**src/rtl/prdec_pkg.sv**
```systemverilog
// ----------------------------------------------------------------------------
// prdec_pkg
// Types and constants shared by the raster row decoder front end, command
// queue, back end and checker.
// ----------------------------------------------------------------------------
package prdec_pkg;

  // Internal coordinate width; x and y arithmetic wraps modulo 2^COORD_BITS.
  localparam int COORD_BITS = 16;
  localparam int SPAN_BITS  = 17;   // magnitude of a 16-bit signed span
  localparam int QUEUE_DEPTH = 2;
  localparam int QPTR_BITS   = $clog2(QUEUE_DEPTH);
  localparam int QCNT_BITS   = $clog2(QUEUE_DEPTH + 1);

  localparam logic [7:0] CTRL_NOP = 8'd128;
  localparam logic [8:0] RUN_BIAS = 9'd257;

  typedef logic [COORD_BITS-1:0] coord_t;
  typedef logic [SPAN_BITS-1:0]  span_t;

  typedef enum logic [1:0] {
    PH_CTRL = 2'd0,
    PH_RUN  = 2'd1,
    PH_LIT  = 2'd2
  } phase_t;

  typedef enum logic {
    CMD_HDR = 1'b0,
    CMD_PIX = 1'b1
  } cmd_kind_t;

  typedef struct packed {
    logic               mode;
    logic [15:0]        x_start;
    logic [15:0]        row_y;
    logic signed [15:0] row_pixels;
    logic [7:0]         data_byte;
  } in_t;

  typedef struct packed {
    logic [15:0] x_first;
    logic [15:0] y_row;
    logic [7:0]  run_length;
    logic [7:0]  intensity;
    logic        leftward;
  } out_t;

  // One queued command: either a row header or a pixel run to place.
  typedef struct packed {
    cmd_kind_t   kind;
    coord_t      start_x;
    coord_t      line_y;
    span_t       span_abs;
    logic        reverse;
    logic [7:0]  len;
    logic [7:0]  intensity;
  } cmd_t;

endpackage

```
**src/rtl/packbits_raster_row_decoder_top.sv**
```systemverilog
// ----------------------------------------------------------------------------
// packbits_raster_row_decoder_top
// Run-length raster row decoder: headers and compressed bytes in, pixel runs
// out.
// ----------------------------------------------------------------------------
// Usage:
//   in_*  : valid/ready channel of in_t beats. mode 0 opens a row (start x, y,
//           signed span), mode 1 carries one compressed byte.
//   out_* : valid/ready channel of out_t beats, one per run or literal pixel.
//   Throughput: one input beat per cycle, sustained while out_ready is high.
//   A data beat that places pixels reaches out_* through a queue entry,
//   written when the beat is accepted, and then the back end output
//   register, written when the back end pops that entry.
//   Control bytes and headers give no result beat.
//   A two-entry command queue sits between the front end (control byte
//   decode) and the back end (offset and x placement); in_ready drops only
//   when that queue is full, so a stalled receiver backs up the queue first.
//   Reset (rst_n low, synchronous) empties the queue, drops the output beat
//   and returns the decoder to a left-to-right row at x 0, y 0.
// ----------------------------------------------------------------------------
module packbits_raster_row_decoder_top (
  input  logic             clk,
  input  logic             rst_n,
  input  logic             in_valid,
  output logic             in_ready,
  input  prdec_pkg::in_t   in_data,
  output logic             out_valid,
  input  logic             out_ready,
  output prdec_pkg::out_t  out_data
);
  import prdec_pkg::*;

  logic q_full;
  logic q_push;
  cmd_t q_cmd;
  logic q_pop;
  logic head_valid;
  cmd_t head_cmd;

  prdec_front u_front (
    .clk      (clk),
    .rst_n    (rst_n),
    .in_valid (in_valid),
    .in_ready (in_ready),
    .in_data  (in_data),
    .q_full   (q_full),
    .q_push   (q_push),
    .q_cmd    (q_cmd)
  );

  prdec_queue u_queue (
    .clk        (clk),
    .rst_n      (rst_n),
    .push       (q_push),
    .push_cmd   (q_cmd),
    .full       (q_full),
    .pop        (q_pop),
    .head_valid (head_valid),
    .head_cmd   (head_cmd)
  );

  prdec_back u_back (
    .clk        (clk),
    .rst_n      (rst_n),
    .head_valid (head_valid),
    .head_cmd   (head_cmd),
    .pop        (q_pop),
    .out_valid  (out_valid),
    .out_ready  (out_ready),
    .out_data   (out_data)
  );

endmodule

```
**src/rtl/prdec_front.sv**
```systemverilog
// ----------------------------------------------------------------------------
// prdec_front
// Accepts input beats, steps the control byte decoder and turns each header
// and each run or literal pixel into a command for the back end.
// ----------------------------------------------------------------------------
module prdec_front (
  input  logic             clk,
  input  logic             rst_n,
  input  logic             in_valid,
  output logic             in_ready,
  input  prdec_pkg::in_t   in_data,
  input  logic             q_full,
  output logic             q_push,
  output prdec_pkg::cmd_t  q_cmd
);
  import prdec_pkg::*;

  phase_t     phase_r, phase_nxt;
  logic [7:0] count_r, count_nxt;
  logic       accept;
  logic       neg;
  span_t      span_abs;

  assign in_ready = !q_full;
  assign accept   = in_valid && in_ready;

  assign neg      = in_data.row_pixels[15];
  assign span_abs = neg ? (span_t'(17'h10000) - {1'b0, in_data.row_pixels})
                        : {1'b0, in_data.row_pixels};

  always_ff @(posedge clk) begin
    if (!rst_n) begin
      phase_r <= PH_CTRL;
      count_r <= '0;
    end else begin
      phase_r <= phase_nxt;
      count_r <= count_nxt;
    end
  end

  always_comb begin
    phase_nxt       = phase_r;
    count_nxt       = count_r;
    q_push          = 1'b0;
    q_cmd.kind      = CMD_PIX;
    q_cmd.start_x   = coord_t'(in_data.x_start);
    q_cmd.line_y    = coord_t'(in_data.row_y);
    q_cmd.span_abs  = span_abs;
    q_cmd.reverse   = neg || (in_data.row_pixels == 16'sd0);
    q_cmd.len       = count_r;
    q_cmd.intensity = ~in_data.data_byte;
    if (accept) begin
      if (!in_data.mode) begin
        // header: drop whatever the previous row left pending
        q_push    = 1'b1;
        q_cmd.kind = CMD_HDR;
        phase_nxt = PH_CTRL;
        count_nxt = '0;
      end else begin
        case (phase_r)
          PH_RUN: begin
            q_push    = 1'b1;
            phase_nxt = PH_CTRL;
            count_nxt = '0;
          end
          PH_LIT: begin
            q_push    = 1'b1;
            q_cmd.len = 8'd1;
            count_nxt = count_r - 8'd1;
            if (count_r == 8'd1) begin
              phase_nxt = PH_CTRL;
            end
          end
          default: begin
            if (in_data.data_byte > CTRL_NOP) begin
              phase_nxt = PH_RUN;
              count_nxt = 8'(RUN_BIAS - {1'b0, in_data.data_byte});
            end else if (in_data.data_byte < CTRL_NOP) begin
              phase_nxt = PH_LIT;
              count_nxt = in_data.data_byte + 8'd1;
            end else begin
              phase_nxt = PH_CTRL;
              count_nxt = '0;
            end
          end
        endcase
      end
    end
  end

endmodule

```
**src/rtl/prdec_queue.sv**
```systemverilog
// ----------------------------------------------------------------------------
// prdec_queue
// Short command queue between front and back end; lets either side stall.
// ----------------------------------------------------------------------------
module prdec_queue (
  input  logic             clk,
  input  logic             rst_n,
  input  logic             push,
  input  prdec_pkg::cmd_t  push_cmd,
  output logic             full,
  input  logic             pop,
  output logic             head_valid,
  output prdec_pkg::cmd_t  head_cmd
);
  import prdec_pkg::*;

  cmd_t                 slot_r [QUEUE_DEPTH];
  logic [QPTR_BITS-1:0] wr_ptr_r, wr_ptr_nxt;
  logic [QPTR_BITS-1:0] rd_ptr_r, rd_ptr_nxt;
  logic [QCNT_BITS-1:0] count_r, count_nxt;

  assign full       = (count_r == QCNT_BITS'(QUEUE_DEPTH));
  assign head_valid = (count_r != '0);
  assign head_cmd   = slot_r[rd_ptr_r];

  always_comb begin
    wr_ptr_nxt = wr_ptr_r;
    rd_ptr_nxt = rd_ptr_r;
    count_nxt  = count_r;
    if (push) begin
      wr_ptr_nxt = (wr_ptr_r == QPTR_BITS'(QUEUE_DEPTH - 1)) ? '0 : wr_ptr_r + 1'b1;
    end
    if (pop) begin
      rd_ptr_nxt = (rd_ptr_r == QPTR_BITS'(QUEUE_DEPTH - 1)) ? '0 : rd_ptr_r + 1'b1;
    end
    case ({push, pop})
      2'b10:   count_nxt = count_r + 1'b1;
      2'b01:   count_nxt = count_r - 1'b1;
      default: count_nxt = count_r;
    endcase
  end

  always_ff @(posedge clk) begin
    if (!rst_n) begin
      wr_ptr_r <= '0;
      rd_ptr_r <= '0;
      count_r  <= '0;
    end else begin
      wr_ptr_r <= wr_ptr_nxt;
      rd_ptr_r <= rd_ptr_nxt;
      count_r  <= count_nxt;
    end
  end

  always_ff @(posedge clk) begin
    if (push) begin
      slot_r[wr_ptr_r] <= push_cmd;
    end
  end

endmodule

```
**src/rtl/prdec_back.sv**
```systemverilog
// ----------------------------------------------------------------------------
// prdec_back
// Holds the row geometry and running offset, places each pixel command and
// drives the registered result beat.
// ----------------------------------------------------------------------------
module prdec_back (
  input  logic             clk,
  input  logic             rst_n,
  input  logic             head_valid,
  input  prdec_pkg::cmd_t  head_cmd,
  output logic             pop,
  output logic             out_valid,
  input  logic             out_ready,
  output prdec_pkg::out_t  out_data
);
  import prdec_pkg::*;

  coord_t               base_r;     // x of offset 0: start, or start+span-1 leftward
  coord_t               line_y_r;
  logic                 reverse_r;
  coord_t               offset_r;
  logic                 out_valid_r;
  out_t                 out_r;
  coord_t               first_x;
  logic [COORD_BITS:0]  off_sum;
  coord_t               off_next;
  logic                 is_pix;

  assign is_pix  = (head_cmd.kind == CMD_PIX);
  assign pop     = head_valid && (!is_pix || !out_valid_r || out_ready);
  assign first_x = reverse_r ? (base_r - offset_r) : (base_r + offset_r);

  // saturate the offset at the top of the coordinate range
  assign off_sum  = {1'b0, offset_r} + (COORD_BITS+1)'(head_cmd.len);
  assign off_next = off_sum[COORD_BITS] ? '1 : off_sum[COORD_BITS-1:0];

  always_ff @(posedge clk) begin
    if (!rst_n) begin
      base_r      <= '0;
      line_y_r    <= '0;
      reverse_r   <= 1'b0;
      offset_r    <= '0;
      out_valid_r <= 1'b0;
    end else begin
      if (pop && !is_pix) begin
        base_r    <= head_cmd.reverse
                     ? head_cmd.start_x + coord_t'(head_cmd.span_abs) - coord_t'(1)
                     : head_cmd.start_x;
        line_y_r  <= head_cmd.line_y;
        reverse_r <= head_cmd.reverse;
        offset_r  <= '0;
      end else if (pop) begin
        offset_r  <= off_next;
      end
      if (pop && is_pix) begin
        out_valid_r <= 1'b1;
      end else if (out_ready) begin
        out_valid_r <= 1'b0;
      end
    end
  end

  always_ff @(posedge clk) begin
    if (pop && is_pix) begin
      out_r.x_first    <= 16'(first_x);
      out_r.y_row      <= 16'(line_y_r);
      out_r.run_length <= head_cmd.len;
      out_r.intensity  <= head_cmd.intensity;
      out_r.leftward   <= reverse_r;
    end
  end

  assign out_valid = out_valid_r;
  assign out_data  = out_r;

endmodule

```
**config.mk**
```make
export PLATFORM = sky130hd
export DESIGN_NAME = packbits_raster_row_decoder_top
export DESIGN_NICKNAME = d
export VERILOG_FILES = /design/src/rtl/prdec_pkg.sv /design/src/rtl/packbits_raster_row_decoder_top.sv /design/src/rtl/prdec_front.sv /design/src/rtl/prdec_queue.sv /design/src/rtl/prdec_back.sv
export SDC_FILE = /design/constraint.sdc
export NUM_CORES = 1
export LEC_CHECK = 0
export BUFFER_PORTS_ARGS = -buffer_cell sky130_fd_sc_hd__buf_2
export CAP_MARGIN = 10
export CORE_MARGIN = 5
export CORE_UTILIZATION = 30
export DETAILED_ROUTE_END_ITERATION = 7
export PLACE_DENSITY_LB_ADDON = 0.25
export SLEW_MARGIN = 5
export SYNTH_ARGS = -nofsm -noshare
export SYNTH_HDL_FRONTEND = slang
export SYNTH_HIERARCHICAL = 1
export SYNTH_SLANG_ARGS = --single-unit
```
**constraint.sdc**
```tcl
create_clock -name clk -period 7 [get_ports clk]
set_input_delay 0 -clock clk [delete_from_list [all_inputs] [get_ports clk]]
set_output_delay 0 -clock clk [all_outputs]
set_load 0.02 [all_outputs]
```
**Word-level counts from Yosys, hierarchy flattened**

Memory sizes are Yosys's and may differ from the RTL's. A register that Yosys moved wholly into a read port is not among the register bits.
Index checks and enable logic that the tools add are counted.

- Reductions and logical operators: 17
- Bitwise gates (word level): 2
- Add/sub/neg operators: 13
- $lt $le $gt $ge: 2
- Equality and inequality tests: 7
- Muxes and demuxes: 30

Operator list:

| cell | number |
|---|---|
| $mux W16 | 3 |
| $mux W8 | 6 |
| $add A16 B16 Y16 | 2 |
| $add A16 B8 Y17 | 1 |
| $mux W17 | 1 |
| $sub A17 B16 Y17 const A | 1 |
| $logic_not A16 Y1 | 1 |
| $pmux W8 S2 | 1 |
| $sub A16 B1 Y16 const B | 1 |
| $sub A16 B16 Y16 | 1 |
| $mux W1 | 13 |
| $add A8 B1 Y8 const B | 1 |
| $eq A8 B1 Y1 const B | 1 |
| $gt A8 B8 Y1 const B | 1 |
| $lt A8 B8 Y1 const B | 1 |
| $mux W2 | 4 |
| $not A8 Y8 | 1 |
| $pmux W2 S2 | 2 |
| $sub A1 B8 Y8 const A | 1 |
| $sub A8 B1 Y8 const B | 1 |
| $eq A2 B2 Y1 const B | 3 |
| $reduce_bool A2 Y1 | 3 |
| $eq A2 B1 Y1 const B | 2 |
| $logic_and A1 B1 Y1 | 4 |
| other kinds (9) | 15 |

- Bits in registers: 113
- RAM bits: 134
- Logic and storage cells: 87
- Memories: 1
- Output and inout bits: 51

Memory list:

| memory | words | width | read ports | clocked after Yosys merged registers in | write ports | line | source |
|---|---|---|---|---|---|---|---|
| u_queue.slot_r | 2 | 67 | 1 | 1 | 1 | prdec_queue.sv:17 | `cmd_t slot_r [QUEUE_DEPTH];` |

**Longest topological paths before layout**

- Word-level depth: 7
- Depth in mapped cells: 15
- Gate-level depth less buffers: 13

**Cells and area by module**

The synthesis kept the hierarchy.

Modules (own cells, without submodules):

| module | instances | cells an instance | area each (um^2) | seq. area each (um^2) |
|---|---|---|---|---|
| prdec_back | 1 | 584 | 5721.7 | 2472.4 |
| prdec_queue | 1 | 230 | 5042.3 | 4124.0 |
| prdec_front | 1 | 219 | 1580.3 | 200.2 |

**Worst setup path after synthesis**

Ideal clock, no wire load.

- Kind: flip-flop to flip-flop
- From: register u_queue.count_r[0]
- To: memory u_queue/slot_r[0][0] (netlist bit) (enable)
- Data required time: 6.506 ns
- Stages on the path, launching flop included: 7
- Buffers on the path: 1
- Path slack: 2.435 ns
- Clock period less this slack: 4.565 ns
- Data arrival time: 4.071 ns
- Cells stage by stage: dfxtp_1 -> and2b_2 -> nand2b_1 -> clkbuf_1 -> a21oi_1 -> inv_1 -> nor2_1

- Cells in the longest elaborated chain, start to end: 6

Ends and longest elaborated chain:

| what | line | source |
|---|---|---|
| start, declared | prdec_queue.sv:20 | `logic [QCNT_BITS-1:0] count_r, count_nxt;` |
| start signal, assigned | prdec_queue.sv:51 | `count_r <= count_nxt;` |
| $eq A2 B2 Y1 | prdec_queue.sv:22 | `assign full = (count_r == QCNT_BITS'(QUEUE_DEPTH));` |
| via q_full | packbits_raster_row_decoder_top.sv:33 | `logic q_full;` |
| $logic_not A1 Y1 | prdec_front.sv:24 | `assign in_ready = !q_full;` |
| $logic_and A1 B1 Y1 | prdec_front.sv:25 | `assign accept = in_valid && in_ready;` |
| $mux W1 | prdec_front.sv:52 | `if (accept) begin` |
| via q_push | packbits_raster_row_decoder_top.sv:34 | `logic q_push;` |
| $mux W1 | prdec_queue.sv:56 | `if (push) begin` |
| $mux W1 (implied by the code) | prdec_queue.sv:57 | `slot_r[wr_ptr_r] <= push_cmd;` |
| end, declared | prdec_queue.sv:17 |  |

The timed path passes the listed nets, and every way through them passes these cells.

==> impl_metrics.json <==
{
  "status": "complete, no violations",
  "worstSetupEndpointType": "register",
  "p_sw_w": 0.002108,
  "nets": 1296,
  "root_buffer": "clkbuf_16",
  "worst_pin_slew_ps": 1095,
  "vias": 8004,
  "p_leak_nw": 5.649,
  "setup_viol": 0,
  "drive_gt1_share_pct": 20.96,
  "cts.sinks": 246,
  "startpoint_type": "register",
  "cp.required_ps": 7480,
  "drt_iter0_markers": 365,
  "crit_chain": "mux2_2, inv_1, ha_1, inv_1, ha_1, inv_1, fa_1, nor2b_1, o31ai_1, a21oi_1, a211oi_1, or3b_2, nand3_1",
  "maxCapViolCount": 0,
  "final_common_cell": "edfxtp_1",
  "syn_area_um2": 12260,
  "pwr-share-seq_pct": 35.8,
  "ant_nets": 0,
  "fin_crit_ps": 3875,
  "n_antenna_cell": 0,
  "slew-limit-headroom_pct": 26.92,
  "critPathMaxStageDelay_ps": 990,
  "rows": 74,
  "finalClockSkew_ps": 8.592,
  "routabilityCongestion": 0.8049,
  "power.total_w": 0.005877,
  "critPathArrivalTime_ps": 4350,
  "fmax_ghz": 0.2580,
  "place_hpwl_um": 18960,
  "grt_max_degree": 67,
  "ff2ff_setup_slack_ps": 3120,
  "antenna_found_initial": 0,
  "fin_crit_sh_pct": 55.36,
  "drc_errors": 0,
  "setup_tns_ps": 0,
  "holdWs_ps": 195.2,
  "die_h_um": 212.2,
  "dieArea_um2": 45020,
  "ys.warnings.count": 6,
  "pwr-share-comb_pct": 39.4,
  "synth.avg_cell_area_um2": 11.93,
  "insertion_delay_ps": 540,
  "drt_pass1_iterations": 4,
  "min-delay-start": "in_data[30]",
  "rsz0062_at_grt": "false",
  "p_int_w": 0.003769,
  "mostFrequentLayoutCells": "edfxtp_1, buf_2, inv_1",
  "hold_path_end": "u_queue/slot_r[0][40]$_DFFE_PP_",
  "cp_common_cell": "inv_1",
  "grt_pass1_wl_um": 43530,
  "swShare_pct": 35.87,
  "vdd.ir_drop.worst_uv": 175.7,
  "area_delta_synth_final_pct": 19.88,
  "portBuffers": 111,
  "grt_pass1_vias": 8022,
  "regToRegEndpoint": "u_back/base_r[15]$_SDFFE_PN0P_",
  "p_per_area_nw_per_um2": 399.8,
  "die_w_um": 212.2,
  "clk_pin_slew_worst_paths_ps": 60,
  "numCtsBuffers": 28,
  "critical_path_class": "register to register",
  "via_per_inst": 4.640,
  "maxSlewViolCount": 0,
  "wirelength_um": 27470,
  "clk_path_buf_depth": 3,
  "coreArea_um2": 40650,
  "io_pins": 112,
  "htreeDepth": 1,
  "path_max_fanout": 66,
  "hold_path.class": "primary input to register",
  "wl_per_cell_um": 15.93,
  "hold_path_depth": 2,
  "synth_cells": 1028,
  "reg2reg_depth": 13,
  "critPathSlowestCell": "dfxtp_4",
  "initial_core_util_pct": 30.17,
  "grt_usage_pct": 11.98,
  "cts_tree": "done",
  "syn_nets": 1153,
  "p_clk_share_pct": 24.8,
  "hold_viol": 0,
  "grt_overflow": 0
}
## worst max-delay path, delay by kind of cell (launching register included)
kind                     cells  cell delay (ps)
AND/OR/NAND/NOR              3              710
adder cells (fa/ha/maj)      3              790
flip-flops                   1              990
multiplexers                 1              440
AO/OA/AOI/OAI                3              690
buffers and inverters        3              180
## worst max path at each step
stage,startpoint,depth (start not counted),endpoint
global route,register,13,u_back/base_r[15]$_SDFFE_PN0P_
floorplan,u_queue/count_r[0]$_SDFFE_PN0P_,6,u_queue/slot_r[0][0]$_DFFE_PP_
finish,register,13,u_back/base_r[15]$_SDFFE_PN0P_
detailed placement,register,13,u_back/base_r[15]$_SDFFE_PN0P_
global placement,register,13,u_back/base_r[15]$_SDFFE_PN0P_
CTS,register,13,u_back/base_r[15]$_SDFFE_PN0P_
## layer usage
| layer | up-vias | global-route usage [%] | share of wire, % |
|---|---|---|---|
| li1 | 4025 | - | - |
| met1 | 3779 | 16.31 | 46 |
| met2 | 167 | 20.11 | 47 |
| met3 | 33 | 2.228 | 4.9 |
| met4 | 0 | 2.443 | 1.9 |
| met5 | - | 0 | 0 |
## power by group through the flow
| stage | sequential [W] | clock (W) | combinational (W) |
|---|---|---|---|
| finish | 0.00210 | 0.00146 | 0.00232 |
| global route | 0.00214 | 0.00158 | 0.00259 |
| CTS | 0.00212 | 0.00151 | 0.00235 |
| detailed placement | 0.00215 | 0 | 0.00230 |
| global placement | 0.00214 | 0 | 0.00229 |
| floorplan | 0.00219 | 0 | 0.00167 |
## through the flow
stage	utilization [%]	instances	instance area, um2	worst slack (ps)
6_report	36.16	1725	14700	3125
5_1_grt	36.16	1725	14700	2880
4_1_cts	36.16	1725	14700	3099
3_5_place_dp	32.24	1607	13110	3118
3_3_place_gp	32.24	1607	13110	3147
2_1_floorplan	-	1028	12260	2478
## area by class of cell
cell class              count  area (um2)
well taps                 532       665.6
inverters                  92       345.3
multi-input cells         623        4777
clock buffers              35       758.2
flip-flops and latches    246        6740
repair buffers            180        1239
clock inverters            17       173.9
fillers                  4054       25950
## flip-flops by register name, summed over array words and instances, names as in the netlist, named ones only
| signal | count |
|---|---|
| u_back/base_r | 16 |
| u_back/line_y_r | 16 |
| u_back/offset_r | 16 |
| u_back/out_data | 49 |
| u_back/out_valid | 1 |
| u_back/reverse_r | 1 |
| u_front/count_r | 8 |
| u_front/phase_r | 2 |
| u_queue/count_r | 2 |
| u_queue/rd_ptr_r | 1 |
| u_queue/slot_r | 132 |
| u_queue/wr_ptr_r | 1 |
## what timing repair did
| item | 4_1_cts | 5_1_grt |
|---|---|---|
| endpoints found under the setup margin | 0 | 0 |
| buffers inserted | 0 | 0 |
| hold endpoints to repair | 130 | 0 |
| resized for setup | 0 | 0 |
| hold buffers | 66 | 0 |
(Power assumes the default switching activity.)
